$ cat src/hdl/ofbp_pkg.sv
// Shared types, codes and constants for the OTA frame byte parser.
package ofbp_pkg;

	localparam int          PayloadBytesDefault = 16;
	localparam logic [15:0] IdleTimeoutReset    = 16'd50000;
	localparam logic [15:0] IdleCountMax        = 16'hffff;

	localparam logic [7:0]  SYNC_FIRST   = 8'h69;
	localparam logic [7:0]  SYNC_SECOND  = 8'h96;
	localparam logic [15:0] MSG_UPDATE   = 16'h0016;
	localparam logic [7:0]  TYPE_SIZE    = 8'h00;
	localparam logic [7:0]  TYPE_DATA    = 8'h10;
	localparam logic [7:0]  TYPE_DONE    = 8'h04;
	localparam logic [7:0]  CMD_IDLE     = 8'h0e;
	localparam logic [7:0]  CMD_IDLE_ARG = 8'h00;

	localparam int HdrMiscBytes = 3;
	localparam int MsgIdBytes   = 2;
	localparam int LenBytes     = 2;
	localparam int SizeBytes    = 4;
	localparam int PageBytes    = 2;

	typedef enum logic [3:0] {
		PH_WAIT,
		PH_SYNC2,
		PH_HDRMISC,
		PH_MSGID,
		PH_LEN,
		PH_HCHK,
		PH_BCHK,
		PH_DEV,
		PH_TYPE,
		PH_SIZEPAD,
		PH_SIZE,
		PH_PAGE,
		PH_DATA,
		PH_CTRL2,
		PH_CTRL3
	} phase_t;

	typedef enum logic [2:0] {
		EV_NONE = 3'd0,
		EV_SIZE = 3'd1,
		EV_DATA = 3'd2,
		EV_DONE = 3'd3,
		EV_CTRL = 3'd4,
		EV_DROP = 3'd5
	} evt_t;

	// parser context, everything but the field counter
	typedef struct packed {
		phase_t      phase;
		logic [7:0]  header_sum;
		logic [7:0]  body_sum;
		logic [7:0]  expected_body_sum;
		logic [15:0] command_id;
		logic [31:0] size_shift;
		logic [7:0]  page_byte;
		logic [7:0]  control_first;
		logic [7:0]  control_second;
		logic [15:0] idle_count;
		logic        done_flag;
	} ctx_t;

	typedef struct packed {
		evt_t        event_res;
		logic        enter_update_mode;
		logic        enter_idle_mode;
		logic [31:0] image_size;
		logic [7:0]  page_number;
		logic [15:0] frame_message_id;
		logic        update_done_level;
		logic        payload_valid;
		logic [3:0]  payload_index;
		logic [7:0]  payload_byte;
	} result_t;

endpackage

$ cat src/hdl/ofbp_step.sv
// Next-state and result logic for one byte or idle tick.
module ofbp_step #(
	parameter int PAYLOAD_BYTES = ofbp_pkg::PayloadBytesDefault,
	parameter int FC_W          = 4
) (
	input  ofbp_pkg::ctx_t    ctx,
	input  logic [FC_W-1:0]   fc,
	input  logic              operation,
	input  logic [7:0]        data_byte,
	input  logic [15:0]       idle_timeout,
	output ofbp_pkg::ctx_t    ctx_nxt,
	output logic [FC_W-1:0]   fc_nxt,
	output ofbp_pkg::result_t res
);
	import ofbp_pkg::*;

	logic [FC_W:0]  fc_inc;
	logic [15:0]    idle_inc;
	logic [7:0]     body_add;
	logic [31:0]    size_nxt;

	assign fc_inc   = {1'b0, fc} + 1'b1;
	assign idle_inc = (ctx.idle_count != IdleCountMax) ? ctx.idle_count + 16'd1
	                                                  : ctx.idle_count;
	assign body_add = ctx.body_sum + data_byte;
	assign size_nxt = {ctx.size_shift[23:0], data_byte};

	always_comb begin
		ctx_nxt = ctx;
		fc_nxt  = fc;
		res     = '0;
		res.event_res = EV_NONE;

		if (operation) begin
			ctx_nxt.idle_count = idle_inc;
			if (ctx.phase != PH_WAIT && idle_inc > idle_timeout) begin
				ctx_nxt.phase      = PH_WAIT;
				fc_nxt             = '0;
				ctx_nxt.idle_count = '0;
				res.event_res      = EV_DROP;
			end
		end else begin
			ctx_nxt.idle_count = '0;
			case (ctx.phase)
				PH_WAIT: begin
					if (data_byte == SYNC_FIRST) begin
						ctx_nxt.header_sum = data_byte;
						ctx_nxt.phase      = PH_SYNC2;
					end else begin
						ctx_nxt.control_first = data_byte;
						ctx_nxt.phase         = PH_CTRL2;
					end
				end
				PH_SYNC2: begin
					fc_nxt = '0;
					if (data_byte == SYNC_SECOND) begin
						ctx_nxt.header_sum = ctx.header_sum + data_byte;
						ctx_nxt.phase      = PH_HDRMISC;
					end else begin
						ctx_nxt.phase = PH_WAIT;
						res.event_res = EV_DROP;
					end
				end
				PH_HDRMISC: begin
					ctx_nxt.header_sum = ctx.header_sum + data_byte;
					fc_nxt = FC_W'(fc_inc);
					if (fc_inc >= (FC_W+1)'(HdrMiscBytes)) begin
						fc_nxt        = '0;
						ctx_nxt.phase = PH_MSGID;
					end
				end
				PH_MSGID: begin
					ctx_nxt.header_sum = ctx.header_sum + data_byte;
					ctx_nxt.command_id = {ctx.command_id[7:0], data_byte};
					fc_nxt = FC_W'(fc_inc);
					if (fc_inc >= (FC_W+1)'(MsgIdBytes)) begin
						fc_nxt        = '0;
						ctx_nxt.phase = PH_LEN;
					end
				end
				PH_LEN: begin
					ctx_nxt.header_sum = ctx.header_sum + data_byte;
					fc_nxt = FC_W'(fc_inc);
					if (fc_inc >= (FC_W+1)'(LenBytes)) begin
						fc_nxt        = '0;
						ctx_nxt.phase = PH_HCHK;
					end
				end
				PH_HCHK: begin
					if (data_byte == ctx.header_sum) begin
						ctx_nxt.phase = PH_BCHK;
					end else begin
						ctx_nxt.phase = PH_WAIT;
						fc_nxt        = '0;
						res.event_res = EV_DROP;
					end
				end
				PH_BCHK: begin
					ctx_nxt.expected_body_sum = data_byte;
					ctx_nxt.body_sum          = '0;
					ctx_nxt.phase             = PH_DEV;
				end
				PH_DEV: begin
					ctx_nxt.body_sum = body_add;
					ctx_nxt.phase    = PH_TYPE;
				end
				PH_TYPE: begin
					ctx_nxt.body_sum  = body_add;
					fc_nxt            = '0;
					ctx_nxt.done_flag = 1'b0;
					if (data_byte == TYPE_SIZE) begin
						ctx_nxt.size_shift = '0;
						ctx_nxt.phase      = PH_SIZEPAD;
					end else if (data_byte == TYPE_DATA) begin
						ctx_nxt.phase = PH_PAGE;
					end else if (data_byte == TYPE_DONE) begin
						ctx_nxt.done_flag = 1'b1;
						ctx_nxt.phase     = PH_WAIT;
						res.event_res     = EV_DONE;
					end else begin
						ctx_nxt.phase = PH_WAIT;
						res.event_res = EV_DROP;
					end
				end
				PH_SIZEPAD: begin
					ctx_nxt.body_sum = body_add;
					ctx_nxt.phase    = PH_SIZE;
				end
				PH_SIZE: begin
					ctx_nxt.body_sum   = body_add;
					ctx_nxt.size_shift = size_nxt;
					fc_nxt = FC_W'(fc_inc);
					if (fc_inc >= (FC_W+1)'(SizeBytes)) begin
						if (body_add == ctx.expected_body_sum) begin
							res.event_res         = EV_SIZE;
							res.image_size        = size_nxt;
							res.enter_update_mode = (ctx.command_id == MSG_UPDATE);
						end else begin
							res.event_res = EV_DROP;
						end
						ctx_nxt.phase = PH_WAIT;
						fc_nxt        = '0;
					end
				end
				PH_PAGE: begin
					ctx_nxt.body_sum = body_add;
					if (fc == '0)
						ctx_nxt.page_byte = data_byte;
					fc_nxt = FC_W'(fc_inc);
					if (fc_inc >= (FC_W+1)'(PageBytes)) begin
						fc_nxt        = '0;
						ctx_nxt.phase = PH_DATA;
					end
				end
				PH_DATA: begin
					ctx_nxt.body_sum  = body_add;
					res.payload_valid = 1'b1;
					res.payload_index = 4'(fc);
					res.payload_byte  = data_byte;
					fc_nxt = FC_W'(fc_inc);
					if (fc_inc >= (FC_W+1)'(PAYLOAD_BYTES)) begin
						res.event_res = (body_add == ctx.expected_body_sum) ? EV_DATA
						                                                    : EV_DROP;
						ctx_nxt.phase = PH_WAIT;
						fc_nxt        = '0;
					end
				end
				PH_CTRL2: begin
					ctx_nxt.control_second = data_byte;
					ctx_nxt.phase          = PH_CTRL3;
				end
				PH_CTRL3: begin
					if (8'(ctx.control_first + ctx.control_second) == data_byte) begin
						res.event_res       = EV_CTRL;
						res.enter_idle_mode = (ctx.control_first == CMD_IDLE) &&
						                      (ctx.control_second == CMD_IDLE_ARG);
					end else begin
						res.event_res = EV_DROP;
					end
					ctx_nxt.phase = PH_WAIT;
					fc_nxt        = '0;
				end
				default: begin
					ctx_nxt.phase = PH_WAIT;
					fc_nxt        = '0;
				end
			endcase
		end

		// status fields follow the context after this step
		res.page_number       = ctx_nxt.page_byte;
		res.frame_message_id  = ctx_nxt.command_id;
		res.update_done_level = ctx_nxt.done_flag;
	end

endmodule

$ cat src/hdl/ota_frame_byte_parser.sv
// Top level of the OTA frame byte parser: input register, step logic, result register.
//
//  channel | signals                                   | transfer when
//  --------+-------------------------------------------+-------------------------
//  in      | in_valid, in_ready, operation, data_byte  | in_valid & in_ready
//  out     | out_valid, out_ready, result fields       | out_valid & out_ready
//  cfg     | cfg_wr_en, cfg_wr_data                    | cfg_wr_en (no wait)
//
//  One item per clock sustained while the output is not stalled; each input transfer
//  fills the input register, and out_valid rises when the result register takes the step.
//  The step logic runs when the input register holds an item and the result
//  register is empty or being emptied; the parser context updates on that edge.
//  A stalled output holds its result and the input register absorbs one more
//  item before in_ready falls.
//  arst_n clears the parser context, idle_timeout to 50000 and both valid flags.
module ota_frame_byte_parser #(
	parameter int PAYLOAD_BYTES = ofbp_pkg::PayloadBytesDefault
) (
	input  logic        clk,
	input  logic        arst_n,

	input  logic        in_valid,
	output logic        in_ready,
	input  logic        operation,
	input  logic [7:0]  data_byte,

	output logic        out_valid,
	input  logic        out_ready,
	output logic [2:0]  event_res,
	output logic        enter_update_mode,
	output logic        enter_idle_mode,
	output logic [31:0] image_size,
	output logic [7:0]  page_number,
	output logic [15:0] frame_message_id,
	output logic        update_done_level,
	output logic        payload_valid,
	output logic [3:0]  payload_index,
	output logic [7:0]  payload_byte,

	input  logic        cfg_wr_en,
	input  logic [15:0] cfg_wr_data
);
	import ofbp_pkg::*;

	// field counter must reach PAYLOAD_BYTES-1 and at least 3
	localparam int FC_W = (PAYLOAD_BYTES > 4) ? $clog2(PAYLOAD_BYTES) : 2;

	logic            valid_s1;
	logic            op_s1;
	logic [7:0]      byte_s1;
	logic            advance;

	ctx_t            ctx_q, ctx_nxt;
	logic [FC_W-1:0] fc_q, fc_nxt;
	logic [15:0]     idle_timeout_q;

	result_t         res_nxt;
	result_t         res_q;
	logic            out_valid_q;

	// step fires when the result slot is free or draining
	assign advance  = valid_s1 && (!out_valid_q || out_ready);
	assign in_ready = !valid_s1 || advance;

	// input register
	always_ff @(posedge clk or negedge arst_n) begin
		if (!arst_n) begin
			valid_s1 <= 1'b0;
		end else if (in_ready) begin
			valid_s1 <= in_valid;
		end
	end

	always_ff @(posedge clk) begin
		if (in_valid && in_ready) begin
			op_s1   <= operation;
			byte_s1 <= data_byte;
		end
	end

	// configuration register; the user must write it only while idle, the block itself does not enforce this
	always_ff @(posedge clk or negedge arst_n) begin
		if (!arst_n) begin
			idle_timeout_q <= IdleTimeoutReset;
		end else if (cfg_wr_en) begin
			idle_timeout_q <= cfg_wr_data;
		end
	end

	ofbp_step #(
		.PAYLOAD_BYTES (PAYLOAD_BYTES),
		.FC_W          (FC_W)
	) u_step (
		.ctx          (ctx_q),
		.fc           (fc_q),
		.operation    (op_s1),
		.data_byte    (byte_s1),
		.idle_timeout (idle_timeout_q),
		.ctx_nxt      (ctx_nxt),
		.fc_nxt       (fc_nxt),
		.res          (res_nxt)
	);

	// parser context; all-zero is the waiting phase
	always_ff @(posedge clk or negedge arst_n) begin
		if (!arst_n) begin
			ctx_q <= '0;
			fc_q  <= '0;
		end else if (advance) begin
			ctx_q <= ctx_nxt;
			fc_q  <= fc_nxt;
		end
	end

	// result register
	always_ff @(posedge clk or negedge arst_n) begin
		if (!arst_n) begin
			out_valid_q <= 1'b0;
		end else if (advance) begin
			out_valid_q <= 1'b1;
		end else if (out_ready) begin
			out_valid_q <= 1'b0;
		end
	end

	always_ff @(posedge clk) begin
		if (advance) begin
			res_q <= res_nxt;
		end
	end

	assign out_valid         = out_valid_q;
	assign event_res         = res_q.event_res;
	assign enter_update_mode = res_q.enter_update_mode;
	assign enter_idle_mode   = res_q.enter_idle_mode;
	assign image_size        = res_q.image_size;
	assign page_number       = res_q.page_number;
	assign frame_message_id  = res_q.frame_message_id;
	assign update_done_level = res_q.update_done_level;
	assign payload_valid     = res_q.payload_valid;
	assign payload_index     = res_q.payload_index;
	assign payload_byte      = res_q.payload_byte;

	// update request only comes with a good size frame
	assert property (@(posedge clk) disable iff (!arst_n)
		out_valid_q && res_q.enter_update_mode |-> res_q.event_res == EV_SIZE)
		else $error("update request without size event");

	// idle request only comes with a good control frame
	assert property (@(posedge clk) disable iff (!arst_n)
		out_valid_q && res_q.enter_idle_mode |-> res_q.event_res == EV_CTRL)
		else $error("idle request without control event");

	// payload bytes only carry none, data-ok or drop events
	assert property (@(posedge clk) disable iff (!arst_n)
		out_valid_q && res_q.payload_valid |->
			res_q.event_res == EV_NONE || res_q.event_res == EV_DATA ||
			res_q.event_res == EV_DROP)
		else $error("payload byte with wrong event");

	// a timeout leaves the parser waiting with the idle count cleared
	assert property (@(posedge clk) disable iff (!arst_n)
		advance && op_s1 && ctx_q.phase != PH_WAIT && res_nxt.event_res == EV_DROP |=>
			ctx_q.phase == PH_WAIT && ctx_q.idle_count == '0 && fc_q == '0)
		else $error("timeout did not return to wait");

	// a result taken while no new one is made empties the slot
	assert property (@(posedge clk) disable iff (!arst_n)
		out_valid_q && out_ready && !advance |=> !out_valid_q)
		else $error("result repeated");

endmodule
$ cat config.mk
export PLATFORM = sky130hd
export DESIGN_NAME = ota_frame_byte_parser
export DESIGN_NICKNAME = d
export VERILOG_FILES = /design/src/hdl/ofbp_pkg.sv /design/src/hdl/ofbp_step.sv /design/src/hdl/ota_frame_byte_parser.sv
export SDC_FILE = /design/constraint.sdc
export NUM_CORES = 1
export LEC_CHECK = 0
export BUFFER_PORTS_ARGS = -buffer_cell sky130_fd_sc_hd__buf_4
export CAP_MARGIN = 15
export CORE_MARGIN = 8
export CORE_UTILIZATION = 40
export CTS_BUF_LIST = sky130_fd_sc_hd__clkbuf_4
export CTS_CLUSTER_SIZE = 24
export DETAILED_ROUTE_END_ITERATION = 8
export GPL_ROUTABILITY_DRIVEN = 0
export PLACE_DENSITY_LB_ADDON = 0.3
export SYNTH_ARGS = -nofsm -noshare
export SYNTH_HDL_FRONTEND = slang
export SYNTH_SLANG_ARGS = --single-unit
$ cat constraint.sdc
create_clock -name clk -period 4.63 [get_ports clk]
set_input_delay 0.926 -clock clk [delete_from_list [all_inputs] [get_ports clk]]
set_output_delay 0.926 -clock clk [all_outputs]
set_load 0.03 [all_outputs]
; Word level (Yosys, flattened, before mapping)
; Cells that the tools add are included.
[word_totals]
wordCells = 172
ff_bits = 223
output_inout_bits = 77
inputBits = 30
[op_classes]
n_mux = 59
eq_ne = 36
bitwise_logic = 8
reduce_logical = 32
add_sub_neg = 5
n_lt_le_gt_ge = 5
[op_table]
columns = operator, count
row1 = $mux W4, 18
row2 = $mux W72, 1
row3 = $mux W16, 4
row4 = $pmux W32 S2, 1
row5 = $mux W8, 7
row6 = $pmux W4 S14, 1
row7 = $mux W3, 11
row8 = $mux W32, 1
row9 = $eq A4 B4 Y1 const B, 7
row10 = $add A8 B8 Y8, 3
row11 = $eq A8 B8 Y1, 3
row12 = $pmux W4 S6, 1
row13 = $pmux W8 S3, 1
row14 = $ne A3 B2 Y1 const B, 6
row15 = $pmux W3 S6, 1
row16 = $add A16 B1 Y16 const B, 1
row17 = $eq A16 B5 Y1 const B, 1
row18 = $eq A4 B3 Y1 const B, 4
row19 = $gt A16 B16 Y1, 1
row20 = $logic_not A8 Y1, 2
row21 = $ne A16 B16 Y1 const B, 1
row22 = $pmux W8 S2, 1
row23 = $mux W13, 1
row24 = $reduce_and A4 Y1, 3
row25 = 31 further kinds, 64

; Logic depth before layout (Yosys ltp)
[depth]
depth_word = 6
mapped_depth = 19
mapped_depth_nobuf = 17

; Modules after synthesis
; From an unflattened synthesis, not the netlist that was laid out.
[unflattened]
cells_unflattened = 1037
hier_area_um2 = 12668.4
[modules_own_cells]
columns = module, seq_area_each_um2, instances, area_each_um2, cells_per_inst
row1 = ota_frame_byte_parser, 6008.3, 1, 8067.7, 382
row2 = ofbp_step, 0.0, 1, 4600.7, 655

; Worst setup path after synthesis
; OpenSTA, ideal clock, no wires.
[synth_timing]
kind = input to register
startpoint = input port out_ready
endpoint = register res_q, in the netlist enter_idle_mode (enable)
setup_slack_ns = 0.541
setup_ns = 0.468
stages = 4
t_required_ns = 4.162
n_path_buf = 1
arrival_ns = 3.620
path_cell_list = nand2b_1 -> nand2_1 -> inv_2 -> clkbuf_1
[synth_between]
elab_chain_cells = 2
[synth_lines]
columns = item, line_no
row1 = from (decl), ota_frame_byte_parser.sv:28  ; input logic out_ready,
row2 = $logic_or A1 B1 Y1, ota_frame_byte_parser.sv:62  ; assign advance = valid_s1 && (!out_valid_q || out_ready);
row3 = $logic_and A1 B1 Y1, ota_frame_byte_parser.sv:62
row4 = via advance, ota_frame_byte_parser.sv:51  ; logic advance;
row5 = to (signal assigned), ota_frame_byte_parser.sv:128  ; res_q <= res_nxt;
row6 = to (decl), ota_frame_byte_parser.sv:58  ; result_t res_q;
; The timed path passes the listed nets, and every way through them passes these cells.
; A chain may end at the register's enable or synchronous reset.

; Worst setup path in the final report
[layout_timing]
startpoint = register ctx_q[5] (netlist name)
endpoint = register ctx_q[16] (netlist name)
[layout_between]
elab_chain_cells = 6
elab_cells_between_ends = 7
classes_between = add/sub (1) / order compare (1) / eq/ne (1) / mux (3) / reduce/logical (1)
[layout_lines]
columns = item, line_no
row1 = from (decl), ota_frame_byte_parser.sv:53  ; ctx_t ctx_q, ctx_nxt;
row2 = from (signal assigned), ota_frame_byte_parser.sv:110  ; ctx_q <= ctx_nxt;
row3 = $add A16 B1 Y16 / $ne A16 B16 Y1 (equally long branches), ofbp_step.sv:23  ; assign idle_inc = (ctx.idle_count != IdleCountMax) ? ctx.idle_count + 16'd1
row4 = $mux W16 (*), ofbp_step.sv:23
row5 = $gt A16 B16 Y1, ofbp_step.sv:36  ; if (ctx.phase != PH_WAIT && idle_inc > idle_timeout) begin
row6 = $logic_and A1 B1 Y1, ofbp_step.sv:36
row7 = $mux W16 (*), ofbp_step.sv:36
row8 = $mux W16 (*), ofbp_step.sv:34  ; if (operation) begin
; Mark *: on every way between the ends. The rest lies on a longest branch, timed or not.

==> results.json <==
{
  "finClkSkew_ns": 0.0728,
  "crit_type": "flip-flop to flip-flop",
  "status": "completed",
  "relSlewSlack_pct": 40.4,
  "yosysUniqueCellTypes": 77,
  "final_cells": 1523,
  "cts_tree": "done",
  "fin_nets": 1207,
  "syn_nets": 1071,
  "netlist_top_cells_count": "164 x nand2_1, 125 x dfrtp_1, 84 x edfxtp_1",
  "setup_viol_count_final": 0,
  "seq_area_frac_synth_pct": 53.7,
  "rsz0062_at_grt": "false",
  "grt_pass1_wl_um": 40500,
  "drtAntennaViolNets": 0,
  "cts_hold_buf": 0,
  "hold_class": "input pin to asynchronous set/reset pin",
  "cts_inserted_buffers": 57,
  "clockBufferDepth": 3,
  "die_area_sq_mm": 0.0326,
  "synth.cell_area_sq_mm": 0.0108,
  "tightest_slew_ns": 0.893,
  "initial_core_util_pct": 40.5,
  "area_growth_pct": 17.9,
  "synth_adder_area_share_pct": 5.41,
  "setup_tns_ns": 0,
  "synth-edff-count": 84,
  "row_count": 60,
  "post_cts_resized": 0,
  "start_kind": "flip-flop",
  "path_cells": "and3_4 -> nand4_1 -> or3_4 -> nor3_4 -> mux2_2 -> ha_1 -> nor2b_1 -> o21a_1 -> o21ai_1 -> a21oi_1 -> or4b_4 -> a21oi_4 -> buf_4 -> nand3_1 -> nand2_1",
  "arrival_ns": 4.87,
  "htree_num_levels": 2,
  "grt_start_max_net_pins": 75,
  "yosysMostFrequentCell": "nand2_1",
  "synth-seq-cells": 215,
  "crit_required_ns": 5.24,
  "synthArstFlopShare_pct": 60.9,
  "synth-compound-area-share_pct": 11.5,
  "cpPeakStageDelay_ns": 0.59,
  "pin_count": 107,
  "synth_area_per_cell_sq_um": 10.9,
  "p_per_area_mw_per_mm2": 457,
  "crit_slowest_cell": "or4b_4",
  "first_pass_iters": 5,
  "drc": 0,
  "dp_cells": 1414,
  "yosys.area.top_type": "dfrtp_1",
  "clock_sink_count": 215,
  "vias": 7858,
  "leakage_nw": 5.92,
  "fp.coreArea_sq_mm": 0.0267,
  "synthMuxAreaShare_pct": 5.56,
  "drive_above_1_share_pct": 24.9,
  "clk_latency_ns": 0.71,
  "yosys.area_share.simple_pct": 17.3,
  "wirelength_um": 24600,
  "dp_hpwl_um": 16500,
  "viasPerCell": 5.16,
  "gr-usage-all-layers_pct": 14.9,
  "syn_inst": 996,
  "cp_max_fo": 9,
  "critPathCaptureType": "flip-flop",
  "hold_viol": 0,
  "clockRootBuffer": "clkbuf_4",
  "overflow": 0,
  "antenna_found_initial": 1,
  "ys_warn_count": 0,
  "final.min_clock_period_ns": 4.26,
  "routedWlPerCell_um": 16.1,
  "final_max_slew_viol_count": 0,
  "synth_top_family_by_area": "simple AND/OR/NAND/NOR gates",
  "portBuffers": 106,
  "grt_pass1_vias": 7821,
  "period_share_pct": 92.1,
  "clk_pin_slew_worst_paths_ns": 0.07,
  "power_mw": 5.83,
  "ir_drop_mv": 0.205,
  "synth_area_leaders": "dfrtp_1 29%, edfxtp_1 23%, nand2_1 5.7%",
  "clock.fmax_mhz": 235,
  "dieHeight_um": 180,
  "max_cap_violations": 0,
  "ys.flop_type": "dfrtp_1",
  "synth_xor_area_share_pct": 3.32,
  "synth_top_area_share_pct": 28.9,
  "drtIter0Drc": 506,
  "cts_setup_buffers": 0,
  "die_w_um": 180
}
-- per-layer routing --
metal  global-route usage (%)  wire length [um]  up-vias
met3                     3.39              1310       36
li1                         -                 -     3861
met2                     23.4             11100      227
met5                        0                 0        -
met4                     4.99               418        0
met1                     20.2             11800     3734
-- state kept, by name, summed over array words and instances (netlist names) --
signal / cells
payload_index: 4
update_done_level: 1
payload_valid: 1
enter_update_mode: 1
payload_byte: 8
event_res: 3
byte_s1: 8
idle_timeout_q: 16
out_valid: 1
ctx_q: 109
page_number: 8
image_size: 32
op_s1: 1
enter_idle_mode: 1
frame_message_id: 16
fc_q: 4
valid_s1: 1
-- critical path, delay by kind of cell (launching register included) --
| family | cells | cell delay (ns) |
|---|---|---|
| compound gates | 4 | 0.72 |
| fa+ha+maj | 1 | 0.29 |
| buf+inv | 1 | 0.24 |
| flops | 1 | 0.43 |
| mux | 1 | 0.41 |
| simple gates | 8 | 2.11 |
-- cell type report --
class / instances / area [sq um]
Antenna cell: 2 / 5.00
Clock buffer: 83 / 623
Clock inverter: 24 / 158
Fill cell: 2476 / 14000
Inverter: 42 / 160
Multi-Input combinational cell: 696 / 4660
Sequential cell: 215 / 5810
Tap cell: 341 / 427
Timing Repair Buffer: 120 / 913
-- layout by cell type, fill, tap and decap left out, types with 15 or more instances in the layout --
cell type and n:
dfrtp_1 125, nand3_1 38, xor2_1 18, xnor2_1 23, nand2_1 164, a22o_1 24, inv_1 41, ha_1 42
o21ai_0 48, and2_1 46, a21oi_1 36, nor2_1 42, buf_4 119, clkinv_1 16, edfxtp_1 84, clkbuf_4 83
mux2_2 49, a21o_1 15
-- power breakdown --
| part | total (mW) | internal, mW | switching (mW) |
|---|---|---|---|
| sequential | 2.44 | 2.22 | 0.222 |
| combinational | 1.64 | 0.706 | 0.936 |
| clock | 1.74 | 0.944 | 0.800 |
| total | 5.83 | 3.87 | 1.96 |
-- cells by family after synthesis --
logic type	after synthesis
XOR/XNOR	41
buffers and inverters	85
AND/OR/NAND/NOR	376
multiplexers	54
AO/OA/AOI/OAI	180
adder cells (fa/ha/maj)	45
flip-flops	215
-- path summary, 6_finish.rpt --
path,slack (ns),cells past startpoint,to,start
max in group asynchronous,3.43,2,idle_timeout_q[15],arst_n
max,0.37,15,ctx_q[16],ctx_q[5]
min,0.32,1,ctx_q[23],arst_n
min in group clk,0.44,1,op_s1,operation
min reg2reg,0.48,2,ctx_q[35],ctx_q[35]
max reg2reg,0.37,15,ctx_q[16],ctx_q[5]
-- per-stage QoR --
stage | hold WS, ns | cell area, sq um | util [%] | setup WS, ns
3_5_place_dp | 0.457 | 12000 | 44.8 | 0.408
3_3_place_gp | 0.452 | 12000 | 44.8 | 0.482
6_report | 0.325 | 12800 | 47.7 | 0.367
4_1_cts | 0.285 | 12700 | 47.7 | 0.370
2_1_floorplan | 0.439 | 10800 | - | 0.541
5_1_grt | 0.332 | 12800 | 47.7 | 0.0561
(Power assumes the default switching activity.)
